`src/pib_pkg.sv`:
```
// Package for the page image blit shifter.
// Register index codes and fixed field widths; no dependencies.
package pib_pkg;

	localparam int unsigned CFG_IDX_W = 3;
	localparam int unsigned CFG_DAT_W = 8;
	localparam int unsigned CNT_W     = 5;	// page and row counters
	localparam int unsigned SUM_W     = 10;	// placement sums

	typedef enum logic [CFG_IDX_W-1:0] {
		REG_ORIGIN_COLUMN = 3'd0,
		REG_ORIGIN_ROW    = 3'd1,
		REG_IMAGE_WIDTH   = 3'd2,
		REG_IMAGE_HEIGHT  = 3'd3,
		REG_INVERT_ENABLE = 3'd4,
		REG_COLUMN_OFFSET = 3'd5
	} cfg_reg_t;

endpackage

```
`src/page_image_blit_shifter_top.sv`:
```
// Page image blit shifter top level: counters, line store and output register.
// Depends on pib_pkg and pib_ram.
//
//   channel  dir  fields (low bit up)                          handshake
//   s_*      in   image_byte[7:0]                              tvalid/tready
//   m_*      out  page_byte, display_column, display_page;     tvalid/tready
//                 tlast = last_byte
//   cfg_*    in   cfg_index selects register, cfg_data value   cfg_we
//
// One word per cycle while the output is not stalled; a taken word passes the
// first stage, which also registers the line store read, and then the output
// register before m_tvalid rises. arst_n clears counters and valid flags and
// presets the config registers; the line store is not cleared.
// A stalled output holds one word in m_*, one more in the first stage, then
// s_tready drops. Words taken under an invalid placement give no output.
module page_image_blit_shifter_top #(
	parameter int unsigned DISPLAY_WIDTH  = 128,
	parameter int unsigned DISPLAY_HEIGHT = 64
) (
	input  logic        clk,
	input  logic        arst_n,
	input  logic        s_tvalid,
	output logic        s_tready,
	input  logic [7:0]  s_tdata,	// image_byte[7:0]
	output logic        m_tvalid,
	input  logic        m_tready,
	output logic [23:0] m_tdata,	// page_byte[7:0], display_column[15:8],
					// display_page[18:16], zero[23:19]
	output logic        m_tlast,
	input  logic        cfg_we,
	input  logic [pib_pkg::CFG_IDX_W-1:0] cfg_index,
	input  logic [pib_pkg::CFG_DAT_W-1:0] cfg_data
);

	import pib_pkg::*;

	localparam int unsigned CW = $clog2(DISPLAY_WIDTH);

	// configuration
	logic [6:0] origin_column_q;
	logic [5:0] origin_row_q;
	logic [7:0] image_width_q;
	logic [6:0] image_height_q;
	logic       invert_enable_q;
	logic [2:0] column_offset_q;

	// blit counters
	logic [CW-1:0]    col_q;
	logic [CNT_W-1:0] page_q;
	logic [CNT_W-1:0] rows_q;

	// first stage
	logic          valid_s1;
	logic [7:0]    img_s1;
	logic [2:0]    shift_s1;
	logic          spill_s1;
	logic          tail_s1;
	logic          invert_s1;
	logic          last_s1;
	logic [7:0]    dcol_s1;
	logic [2:0]    dpage_s1;
	logic [7:0]    store_rd;

	logic accept, out_load, blit_ok, restart, tail_c, last_c, wrap_c;
	logic [SUM_W-1:0] col_end, row_end, col_ext, col_inc;
	logic [7:0]       row_sum;
	logic [CNT_W-1:0] last_page, pages, rows, eff_page, eff_rows;
	logic [2:0]       first_page;
	logic [CW-1:0]    eff_col;
	logic [7:0]       spill, merged, page_byte;

	// placement and page arithmetic
	always_comb begin
		col_end    = SUM_W'(origin_column_q) + SUM_W'(image_width_q);
		row_end    = SUM_W'(origin_row_q) + SUM_W'(image_height_q);
		blit_ok    = (image_width_q != 8'd0) && (image_height_q != 7'd0) &&
		             (col_end <= SUM_W'(DISPLAY_WIDTH)) &&
		             (row_end <= SUM_W'(DISPLAY_HEIGHT));
		row_sum    = {2'b00, origin_row_q} + {1'b0, image_height_q} - 8'd1;
		last_page  = CNT_W'(row_sum >> 3);
		first_page = origin_row_q[5:3];
		pages      = last_page - CNT_W'(first_page) + CNT_W'(1);
		rows       = CNT_W'(({1'b0, image_height_q} + 8'd7) >> 3);

		restart  = (SUM_W'(col_q) >= SUM_W'(image_width_q)) || (page_q >= pages);
		eff_col  = restart ? '0 : col_q;
		eff_page = restart ? '0 : page_q;
		eff_rows = restart ? '0 : rows_q;
		tail_c   = (eff_rows >= rows);
		col_ext  = SUM_W'(eff_col);
		col_inc  = col_ext + SUM_W'(1);
		wrap_c   = (col_inc == SUM_W'(image_width_q));
		last_c   = (eff_page + CNT_W'(1) == pages) && wrap_c;
	end

	assign out_load = valid_s1 && (!m_tvalid || m_tready);
	assign s_tready = !valid_s1 || out_load;
	assign accept   = s_tvalid && s_tready;

	// configuration and counters
	always_ff @(posedge clk or negedge arst_n) begin
		if (!arst_n) begin
			origin_column_q <= '0;
			origin_row_q    <= '0;
			image_width_q   <= 8'd1;
			image_height_q  <= 7'd1;
			invert_enable_q <= 1'b0;
			column_offset_q <= 3'd2;
			col_q           <= '0;
			page_q          <= '0;
			rows_q          <= '0;
		end else if (cfg_we) begin
			unique case (cfg_index)
				REG_ORIGIN_COLUMN: origin_column_q <= cfg_data[6:0];
				REG_ORIGIN_ROW:    origin_row_q    <= cfg_data[5:0];
				REG_IMAGE_WIDTH:   image_width_q   <= cfg_data[7:0];
				REG_IMAGE_HEIGHT:  image_height_q  <= cfg_data[6:0];
				REG_INVERT_ENABLE: invert_enable_q <= cfg_data[0];
				REG_COLUMN_OFFSET: column_offset_q <= cfg_data[2:0];
				default: ;
			endcase
			if (cfg_index <= REG_COLUMN_OFFSET) begin
				col_q  <= '0;
				page_q <= '0;
				rows_q <= '0;
			end
		end else if (accept && blit_ok) begin
			if (wrap_c) begin
				col_q <= '0;
				if (eff_page + CNT_W'(1) >= pages) begin
					page_q <= '0;
					rows_q <= '0;
				end else begin
					page_q <= eff_page + CNT_W'(1);
					rows_q <= tail_c ? eff_rows : eff_rows + CNT_W'(1);
				end
			end else begin
				col_q  <= col_inc[CW-1:0];
				page_q <= eff_page;
				rows_q <= eff_rows;
			end
		end
	end

	// line store: read old byte and write new one at the same column
	pib_ram #(
		.WIDTH (8),
		.DEPTH (DISPLAY_WIDTH)
	) u_line_store (
		.clk   (clk),
		.we    (accept && blit_ok && !tail_c),
		.waddr (eff_col),
		.wdata (s_tdata),
		.re    (accept && blit_ok),
		.raddr (eff_col),
		.rdata (store_rd)
	);

	always_ff @(posedge clk or negedge arst_n) begin
		if (!arst_n) begin
			valid_s1 <= 1'b0;
		end else if (accept) begin
			valid_s1 <= blit_ok;
		end else if (out_load) begin
			valid_s1 <= 1'b0;
		end
	end

	always_ff @(posedge clk) begin
		if (accept) begin
			img_s1    <= s_tdata;
			shift_s1  <= origin_row_q[2:0];
			spill_s1  <= (eff_page != '0);
			tail_s1   <= tail_c;
			invert_s1 <= invert_enable_q;
			last_s1   <= last_c;
			dcol_s1   <= col_end[7:0] - image_width_q +
			             (col_ext[7:0] + {5'd0, column_offset_q});
			dpage_s1  <= first_page + eff_page[2:0];
		end
	end

	// merge shifted byte with spill of the row above
	always_comb begin
		spill     = store_rd >> (4'd8 - {1'b0, shift_s1});
		merged    = 8'(img_s1 << shift_s1) | (spill_s1 ? spill : 8'd0);
		page_byte = tail_s1 ? spill : merged;
		if (invert_s1) begin
			page_byte = ~page_byte;
		end
	end

	always_ff @(posedge clk or negedge arst_n) begin
		if (!arst_n) begin
			m_tvalid <= 1'b0;
		end else if (out_load) begin
			m_tvalid <= 1'b1;
		end else if (m_tready) begin
			m_tvalid <= 1'b0;
		end
	end

	always_ff @(posedge clk) begin
		if (out_load) begin
			m_tdata <= {5'd0, dpage_s1, dcol_s1, page_byte};
			m_tlast <= last_s1;
		end
	end

endmodule

```
`src/pib_ram.sv`:
```
// Generic simple dual-port RAM, one write and one registered read port.
// Read returns the old contents on a same-address write. No dependencies.
module pib_ram #(
	parameter int unsigned WIDTH = 8,
	parameter int unsigned DEPTH = 128
) (
	input  logic                     clk,
	input  logic                     we,
	input  logic [$clog2(DEPTH)-1:0] waddr,
	input  logic [WIDTH-1:0]         wdata,
	input  logic                     re,
	input  logic [$clog2(DEPTH)-1:0] raddr,
	output logic [WIDTH-1:0]         rdata
);

	logic [WIDTH-1:0] mem [DEPTH];

	always_ff @(posedge clk) begin
		if (we) begin
			mem[waddr] <= wdata;
		end
		if (re) begin
			rdata <= mem[raddr];
		end
	end

endmodule
```
`config.mk`:
```
export PLATFORM = sky130hd
export DESIGN_NAME = page_image_blit_shifter_top
export DESIGN_NICKNAME = d
export VERILOG_FILES = /design/src/pib_pkg.sv /design/src/page_image_blit_shifter_top.sv /design/src/pib_ram.sv
export SDC_FILE = /design/constraint.sdc
export NUM_CORES = 1
export LEC_CHECK = 0
export BUFFER_PORTS_ARGS = -buffer_cell sky130_fd_sc_hd__buf_4
export CORE_ASPECT_RATIO = 0.8
export CORE_UTILIZATION = 55
export DETAILED_ROUTE_END_ITERATION = 6
export PLACE_DENSITY = 0.82
export SLEW_MARGIN = 0
export SYNTH_ARGS = -nofsm -noshare
export SYNTH_HDL_FRONTEND = slang
export SYNTH_HIERARCHICAL = 1
export SYNTH_SLANG_ARGS = --single-unit
```
`constraint.sdc`:
```
create_clock -name clk -period 18.5 [get_ports clk]
set_clock_uncertainty 0.2 [all_clocks]
set_input_delay 0 -clock clk [delete_from_list [all_inputs] [get_ports clk]]
set_output_delay 0 -clock clk [all_outputs]
set_load 0.005 [all_outputs]
```
==> results of run 1 <==
cells by family after synthesis:
logic type	count (synthesis)
flops	1129
buf+inv	190
xor+xnor	45
compound gates	165
other cells	1
fa+ha+maj	79
simple gates	364
mux	383
layer usage:
layer / up-vias / wire length, microns / part of all wire
met5: - / 53 / 0.00045
met2: 1925 / 57000 / 0.48
met4: 8 / 3800 / 0.032
li1: 9853 / - / -
met3: 284 / 13900 / 0.12
met1: 13167 / 43300 / 0.37
registers in the layout, indices dropped and copies added (netlist names), 3 cells and up:
name and count:
u_line_store/mem 1024, m_tdata 19, dcol_s1 8, image_width_q 8, img_s1 8, u_line_store/rdata 8, col_q 7, image_height_q 7
origin_column_q 7, origin_row_q 6, page_q 5, rows_q 5, column_offset_q 3, dpage_s1 3, shift_s1 3
metrics by stage:
step / setup slack (ns) / total power (uW) / cell area [sq um] / hold slack [ns]
after detailed placement: 8.02 / 4470 / 48400 / -0.110
after CTS: 7.81 / 6640 / 52300 / 0.0658
after floorplan: 10.73 / 4080 / 46900 / -0.496
after global routing: 7.13 / 6880 / 52300 / 0.103
final: 7.83 / 6640 / 52300 / 0.105
after global placement: 8.20 / 4430 / 48400 / -0.121
placed cells by master, fill, tap and decap left out, types with 6 or more instances in the layout:
master	n
clkbuf_1	22
nor2_1	150
o21ai_0	40
buf_4	73
inv_1	72
or3_1	8
a21oi_1	35
clkinv_2	17
mux2i_1	11
mux2_2	33
bufinv_16	10
nand2b_1	12
edfxtp_1	1078
a21o_1	15
dfrtp_1	48
nor3_1	20
dlygate4sd3_1	47
nand2_1	67
mux4_2	339
a211oi_1	12
a31oi_1	6
xnor2_1	28
fa_1	14
clkbuf_16	105
nor2b_1	14
a22o_1	8
and3_1	6
o211ai_1	7
clkinv_1	23
and2_1	9
nand4_1	13
xor2_1	17
nand3_1	34
ha_1	64
final timing paths:
path / cells after the start / slack (ns) / startpoint / end
setup / recovery: 26 / 7.83 / image_height_q[3] / u_line_store/rdata[3]
hold / removal: 2 / 0.11 / s_tdata[1] / u_line_store/mem[78][1]
setup reg to reg: 26 / 7.83 / image_height_q[3] / u_line_store/rdata[3]
hold reg to reg: 0 / 0.22 / dcol_s1[1] / m_tdata[9]
max in group asynchronous: 4 / 17.59 / arst_n / col_q[0]
min in group asynchronous: 3 / 0.21 / arst_n / image_height_q[0]
synth_stat cells, types with 3 or more instances:
library cell / number / area share
a211oi_1: 12 / 0.0019
a21o_1: 15 / 0.0024
a21oi_1: 35 / 0.0037
a22o_1: 8 / 0.0015
a31oi_1: 6 / 0.00080
a32oi_1: 3 / 0.00056
and2_1: 11 / 0.0015
and3_1: 6 / 0.00080
buf_1: 20 / 0.0016
buf_2: 15 / 0.0016
buf_4: 16 / 0.0026
clkbuf_1: 62 / 0.0050
dfrtp_1: 48 / 0.026
dfstp_2: 3 / 0.0017
edfxtp_1: 1078 / 0.69
fa_1: 14 / 0.0060
ha_1: 64 / 0.017
inv_1: 74 / 0.0059
mux2_2: 33 / 0.0079
mux2i_1: 11 / 0.0023
mux4_2: 339 / 0.16
nand2_1: 67 / 0.0054
nand2b_1: 12 / 0.0016
nand3_1: 34 / 0.0036
nand3b_1: 5 / 0.00080
nand4_1: 13 / 0.0017
nand4b_1: 4 / 0.00075
nor2_1: 150 / 0.012
nor2b_1: 14 / 0.0019
nor3_1: 20 / 0.0021
nor3b_1: 3 / 0.00048
nor4_1: 5 / 0.00067
o2111ai_1: 3 / 0.00056
o211ai_1: 7 / 0.0011
o21a_1: 3 / 0.00048
o21ai_0: 40 / 0.0043
o21ai_1: 3 / 0.00032
o21bai_1: 3 / 0.00048
o22ai_1: 3 / 0.00040
o32ai_1: 5 / 0.00093
or3_1: 8 / 0.0011
xnor2_1: 28 / 0.0052
xor2_1: 17 / 0.0032
power breakdown:
| group | total (uW) | switching (uW) | leakage, uW | internal [uW] |
|---|---|---|---|---|
| Sequential | 2940 | 55.0 | 0.0104 | 2890 |
| Combinational | 1540 | 865 | 0.00447 | 675 |
| Clock | 2160 | 959 | 0.00166 | 1200 |
area by class of cell:
cell class | instances | area [sq um]
timing repair buffer | 121 | 1050
antenna | 1 | 2.50
clock inverter | 62 | 686
clock buffer | 129 | 2740
multi-input combinational | 1041 | 12500
sequential | 1129 | 33700
inverter | 75 | 297
tap | 1115 | 1400
fill | 5430 | 31900
critical path: stages (launching register included):
cell,delay [ns]
dfrtp_1,0.42
inv_1,0.09
ha_1,0.35
inv_1,0.08
ha_1,0.34
a21oi_1,0.26
nand2_1,0.14
a21oi_1,0.20
xnor2_1,0.14
ha_1,0.28
fa_1,0.55
inv_1,0.06
ha_1,0.29
a21oi_1,0.14
o21ai_0,0.13
maj3_1,0.51
nor4_2,0.53
o21ai_2,0.15
nand2_1,0.57
nand2_1,0.33
inv_8,0.82
buf_4,0.98
buf_4,0.74
mux4_2,0.60
mux4_2,0.54
mux4_2,0.55
mux2_2,0.30
repair_timing:
item | in CTS | in global routing
endpoints found under the setup margin | 0 | 0
hold buffers | 48 | 0
hold endpoints to repair | 430 | 0
buffers inserted | 0 | 0
==> summary.txt, run 1 <==
Routing
  • Via density: 6.87
  • Total wire length: ~120000 microns
  • DRT Pass-1 Iters: 7
  • Routed wire length per instance: around 32 microns
  • Initial drt markers: approximately 3700
  • Post-route ant nets: 0
  • Vias: 25237
  • DRC: 8

GRT
  • Most used routing layer: met2
  • Met2 Usage GRT: 0.432
  • Initial antenna violation count: 6
  • First-pass GRT wire length: ~170000 microns
  • Grt met3 use: 0.0687
  • Gr ovfl total: 0
  • Vias in the first global route: 24926
  • Largest net degree at the start of global routing: 129
  • GRT Total Usage: 0.277
  • Global-route track usage on met1: 0.390

Outcome
  • Failing checks: DRC
  • Status: finished with violations

Final layout
  • Syn-to-layout area delta: 11.5%
  • Layout cells sized above 1: 0.238
  • Final cell count without fillers: roughly 3700
  • # nets final: 2574
  • Final core occ: 0.621

Logic synthesis
  • Post-synthesis area per instance: 19.9 sq um
  • Post-synth EDFFs: about 1100
  • Synth cell types: 74
  • Syn Inst Count: 2356
  • Synth Area in Compound Gates: 0.0238
  • Main combinational cell family by area after synthesis: multiplexers
  • Synth Area in XOR/XNOR: 0.00840
  • Synth warn: 6
  • Seq/Total Area, Yosys: 0.718
  • Ys flop type: edfxtp_1
  • Number of synthesized register bits: roughly 1100
  • Synth Cell Area: roughly 47000 sq um
  • Simple-Gate Fraction of Synth Area: 0.0367
  • Multiplexer share of the synthesized area: 0.173
  • Adder-Cell Fraction of Synth Area: 0.0233
  • Ys async rst share: 0.0452

Timing
  • Slew margin rel.: 0.0681
  • Worst Tran Pin Value: between 1 and 1.5 ns
  • Max-slew violations: 0
  • Final hold violation count: 0
  • Max Freq: roughly 0.094 GHz
  • Setup TNS: 0 ns
  • Final setup violation count: 0
  • RSZ-0062 raised after global routing: false
  • Period minus WS final: ~11 ns
  • Final period utilization: 0.577

Floorplanning
  • Core area: about 84000 sq um
  • Site Rows: 95
  • Die footprint: about 86000 sq um
  • Die X: roughly 330 microns
  • DIE HEIGHT: between 200 and 300 microns
  • I/O pin total: between 50 and 60
  • Starting density of the core: 0.557

Clock network
  • H-tree depth: 3
  • Num CTS Buffers: 104
  • Sink Count: 1129
  • Root Buffer: clkbuf_16
  • Worst-path clk slew: roughly 0.06 ns
  • CTS tree: yes
  • Worst-Skew Late Latency: ~0.7 ns
  • Bufs on Longest Clock Path: 3
  • Resized cells post-CTS: 0

Worst setup path
  • Crit path arrival time: approximately 11 ns
  • Critical Path RT: 18.74 ns
  • Nature of the critical path startpoint: flop
  • Kind of critical path: flop to flop
  • Crit end category: flop
  • Crit-path max FO: 100

Placement
  • Placed Cells: ~3400
  • IO Port Bufs: 45
  • GP Congestion: between 0.8 and 0.9
  • DPL Wire Length: approximately 67000 microns

Pwr
  • Max rail drop VDD: 99.4 uV
  • Pwr dens: 127 nW/um^2
  • Leakage power: between 0.015 and 0.02 uW

Worst hold path
  • Hold Crit Class: input port to flop

Run
  • Maxcap violations: 0
Note: power is estimated with default switching activity, not from simulation.
==> run 2, diff against run 1 <==
--- a/config.mk
+++ b/config.mk
@@ -9,7 +9,7 @@
 export CORE_ASPECT_RATIO = 0.8
 export CORE_UTILIZATION = 55
 export DETAILED_ROUTE_END_ITERATION = 6
-export PLACE_DENSITY = 0.82
+export PLACE_DENSITY = 0.85
 export SLEW_MARGIN = 0
 export SYNTH_ARGS = -nofsm -noshare
 export SYNTH_HDL_FRONTEND = slang
==> constraint.sdc (replaced) <==
create_clock -name clk -period 8.9 [get_ports clk]
set_clock_uncertainty 0.2 [all_clocks]
set_input_delay 0 -clock clk [delete_from_list [all_inputs] [get_ports clk]]
set_output_delay 0 -clock clk [all_outputs]
set_load 0.005 [all_outputs]
==> run 2 against run 1 <==
The flow still finishes with violations (DRC). Combinational power is 110% higher. Cell area is 2.5% higher. Final cell count is 4.3% higher. Utilization is 1.6 points higher. Critical endpoint is now u_line_store/rdata[4].
==> summary.txt, run 2 (same netlist as run 1, synthesis figures left out) <==
Outcome
  • Status: finished with violations
  • Failing checks: DRC

Floorplanning
  • Die X: 328 microns (unchanged)
  • I/O pin total: 51 (unchanged)
  • Starting density of the core: 0.557 (unchanged)
  • Site Rows: 95 (unchanged)
  • DIE HEIGHT: 263 microns (unchanged)
  • Core area: 84200 sq um (unchanged)
  • Die footprint: 86500 sq um (unchanged)

Timing
  • Period minus WS final: 8.55 ns (-2.12 ns)
  • Setup TNS: 0 ns (unchanged)
  • Slew margin rel.: 0.0342 (-0.0339)
  • Worst Tran Pin Value: 1.45 ns (+0.0615 ns)
  • Post-route setup slack: 0.355 ns (-7.48 ns)
  • Max Freq: 0.117 GHz (+25%)
  • Max-slew violations: 0 (unchanged)
  • Final setup violation count: 0 (unchanged)
  • Final period utilization: 0.960 (+0.384)
  • Hold WS: 0.0459 ns (-0.0591 ns)
  • Final hold violation count: 0 (unchanged)
  • RSZ-0062 raised after global routing: false

Run
  • Maxcap violations: 0 (unchanged)

Pwr
  • Leakage power: 0.0173 uW (+5.1%)
  • Max rail drop VDD: 194 uV (+95%)
  • Reg power frac: 0.443 (about the same)
  • Design Power: 13800 uW (+110%)
  • Sw frac: 0.282 (-0.000850)
  • Clock power share: 0.316 (-0.009)
  • Int Pwr: 9880 uW (+110%)
  • Pwr dens: 257 nW/um^2 (+100%)
  • Logic pwr share: 0.241 (+0.009)
  • Sw power: 3880 uW (+110%)

Placement
  • Placement Setup Slack: 0.243 ns (-7.78 ns)
  • DPL Wire Length: 70800 microns (+5.6%)
  • IO Port Bufs: 45 (unchanged)
  • GP Congestion: 0.931 (+5.2%)

Clock network
  • Sink Count: 1129 (unchanged)
  • Num CTS Buffers: 104 (unchanged)
  • Worst-path clk slew: 0.07 ns (about the same)
  • CTS tree: yes
  • Bufs on Longest Clock Path: 3 (unchanged)
  • H-tree depth: 3 (unchanged)
  • Worst-Skew Late Latency: 0.69 ns (about the same)
  • Root Buffer: clkbuf_16

Final layout
  • # fillers: 5340 (-1.7%)
  • Layout cells sized above 1: 0.286 (+0.0476)
  • # nets final: 2738 (+6.4%)
  • Most flop-heavy register: u_line_store/mem
  • Final core occ: 0.637 (+0.0158)
  • Multi-input combinational cell area: 12500 sq um (+0.43%)
  • Largest register FFs: 1024 (unchanged)
  • Register area: 33700 sq um (unchanged)
  • Biggest regs: u_line_store/mem x1024, m_tdata x19
  • Most frequent cells in the layout: edfxtp_1, mux4_2, buf_4
  • Syn-to-layout area delta: 14.3%
  • Commonest non-fill, non-tap cell in the layout: edfxtp_1

Routing
  • Via density: 6.64 (-3.4%)
  • Initial drt markers: 3699 (+0.35%)
  • DRT Pass-1 Iters: 7 (unchanged)
  • DRC: 8 (unchanged)
  • Routed wire length per instance: 30.6 microns (-4.7%)
  • Total wire length: 117000 microns (-0.56%)
  • Post-route ant nets: 0 (unchanged)
  • Vias: 25442 (+0.81%)

GRT
  • Largest net degree at the start of global routing: 121 (-6.2%)
  • Gr ovfl total: 0 (unchanged)
  • GRT Total Usage: 0.274 (-0.00291)
  • First-pass GRT wire length: 172000 microns (-0.50%)
  • Vias in the first global route: 25798 (+3.5%)
  • Initial antenna violation count: 3 (-3)

Worst setup path
  • Kind of critical path: flop to flop
  • Critical Path RT: 9.15 ns (-9.59 ns)
  • Crit path arrival time: 8.79 ns (-2.12 ns)
  • Crit-path max FO: 74 (-26%)
  • Nature of the critical path startpoint: flop
  • Crit end category: flop

Worst hold path
  • Hold Crit Class: input port to flop
run 2: cell count changes in the layout (fill, tap and decap cells not counted), sizes merged, moves of 2 or more:
| cell | before | now |
|---|---|---|
| clkinv | 47 | 41 |
| clkinvlp | 2 | 5 |
| buf | 74 | 233 |
| bufinv | 10 | 7 |
| dlygate4sd3 | 47 | 50 |
| inv | 78 | 80 |
run 2: final cells by class:
type / count / share of cell area
timing repair inverter: 2 / 0.000327
sequential: 1129 / 0.628
tap: 1115 / 0.0260
multi-input combinational: 1041 / 0.233
clock buffer: 129 / 0.0509
antenna: 2 / 0.0000934
timing repair buffer: 283 / 0.0454
clock inverter: 56 / 0.0102
inverter: 75 / 0.00579
run 2: routing by layer:
layer	wire, microns	share of wire	vias to the layer above	GRT usage
met3	14500	0.12	292	0.0635
met4	3610	0.031	2	0.0772
met5	15	0.00013	-	0
met2	57000	0.49	1861	0.440
met1	42400	0.36	13103	0.379
li1	-	-	10184	-
run 2: worst max-delay path: stages, from the launching register on:
cell,delay (ns)
dfrtp_1,0.43
inv_1,0.09
ha_1,0.36
inv_1,0.09
ha_1,0.36
a21oi_2,0.21
nand2_1,0.12
a21oi_1,0.21
xnor2_1,0.15
ha_1,0.29
fa_1,0.55
inv_1,0.06
ha_1,0.29
a21oi_1,0.14
o21ai_0,0.14
maj3_1,0.52
nor4_4,0.42
o21ai_2,0.14
nand2_1,0.22
buf_4,0.26
nand2_1,0.29
clkinv_8,0.43
buf_12,0.36
mux4_2,0.42
mux4_2,0.52
mux4_2,0.54
mux2_2,0.29
run 2: power by group through the flow:
stage | Clock [uW] | Combinational [uW] | Sequential, uW
after CTS | 4380 | 3250 | 6100
final | 4350 | 3310 | 6100
after global routing | 4570 | 3580 | 6110
after global placement | 0 | 3080 | 6200
after floorplan | 0 | 2320 | 6160
after detailed placement | 0 | 3170 | 6210
run 2: what timing repair did:
item                                    CTS  global route
endpoints found under the setup margin    0          1041
endpoints found under the hold margin   421             0
setup buffers                             0             2
hold buffers                             51             0
resized for setup                         0            21
run 2: worst paths after layout:
check | slack [ns] | to | cells after the start | from
setup / recovery | 0.35 | u_line_store/rdata[4] | 26 | image_height_q[3]
hold / removal | 0.05 | valid_s1 | 4 | m_tready
setup reg to reg | 0.35 | u_line_store/rdata[4] | 26 | image_height_q[3]
hold reg to reg | 0.22 | m_tdata[8] | 0 | dcol_s1[0]
max in group asynchronous | 7.95 | page_q[1] | 4 | arst_n
min in group asynchronous | 0.25 | image_width_q[0] | 3 | arst_n
run 2: through the flow:
| stage | instance area (sq um) | std cells |
|---|---|---|
| floorplan | 46900 | 2360 |
| global placement | 49700 | 3590 |
| detailed placement | 49700 | 3590 |
| CTS | 53500 | 3826 |
| global route | 53600 | 3830 |
| finish | 53600 | 3832 |
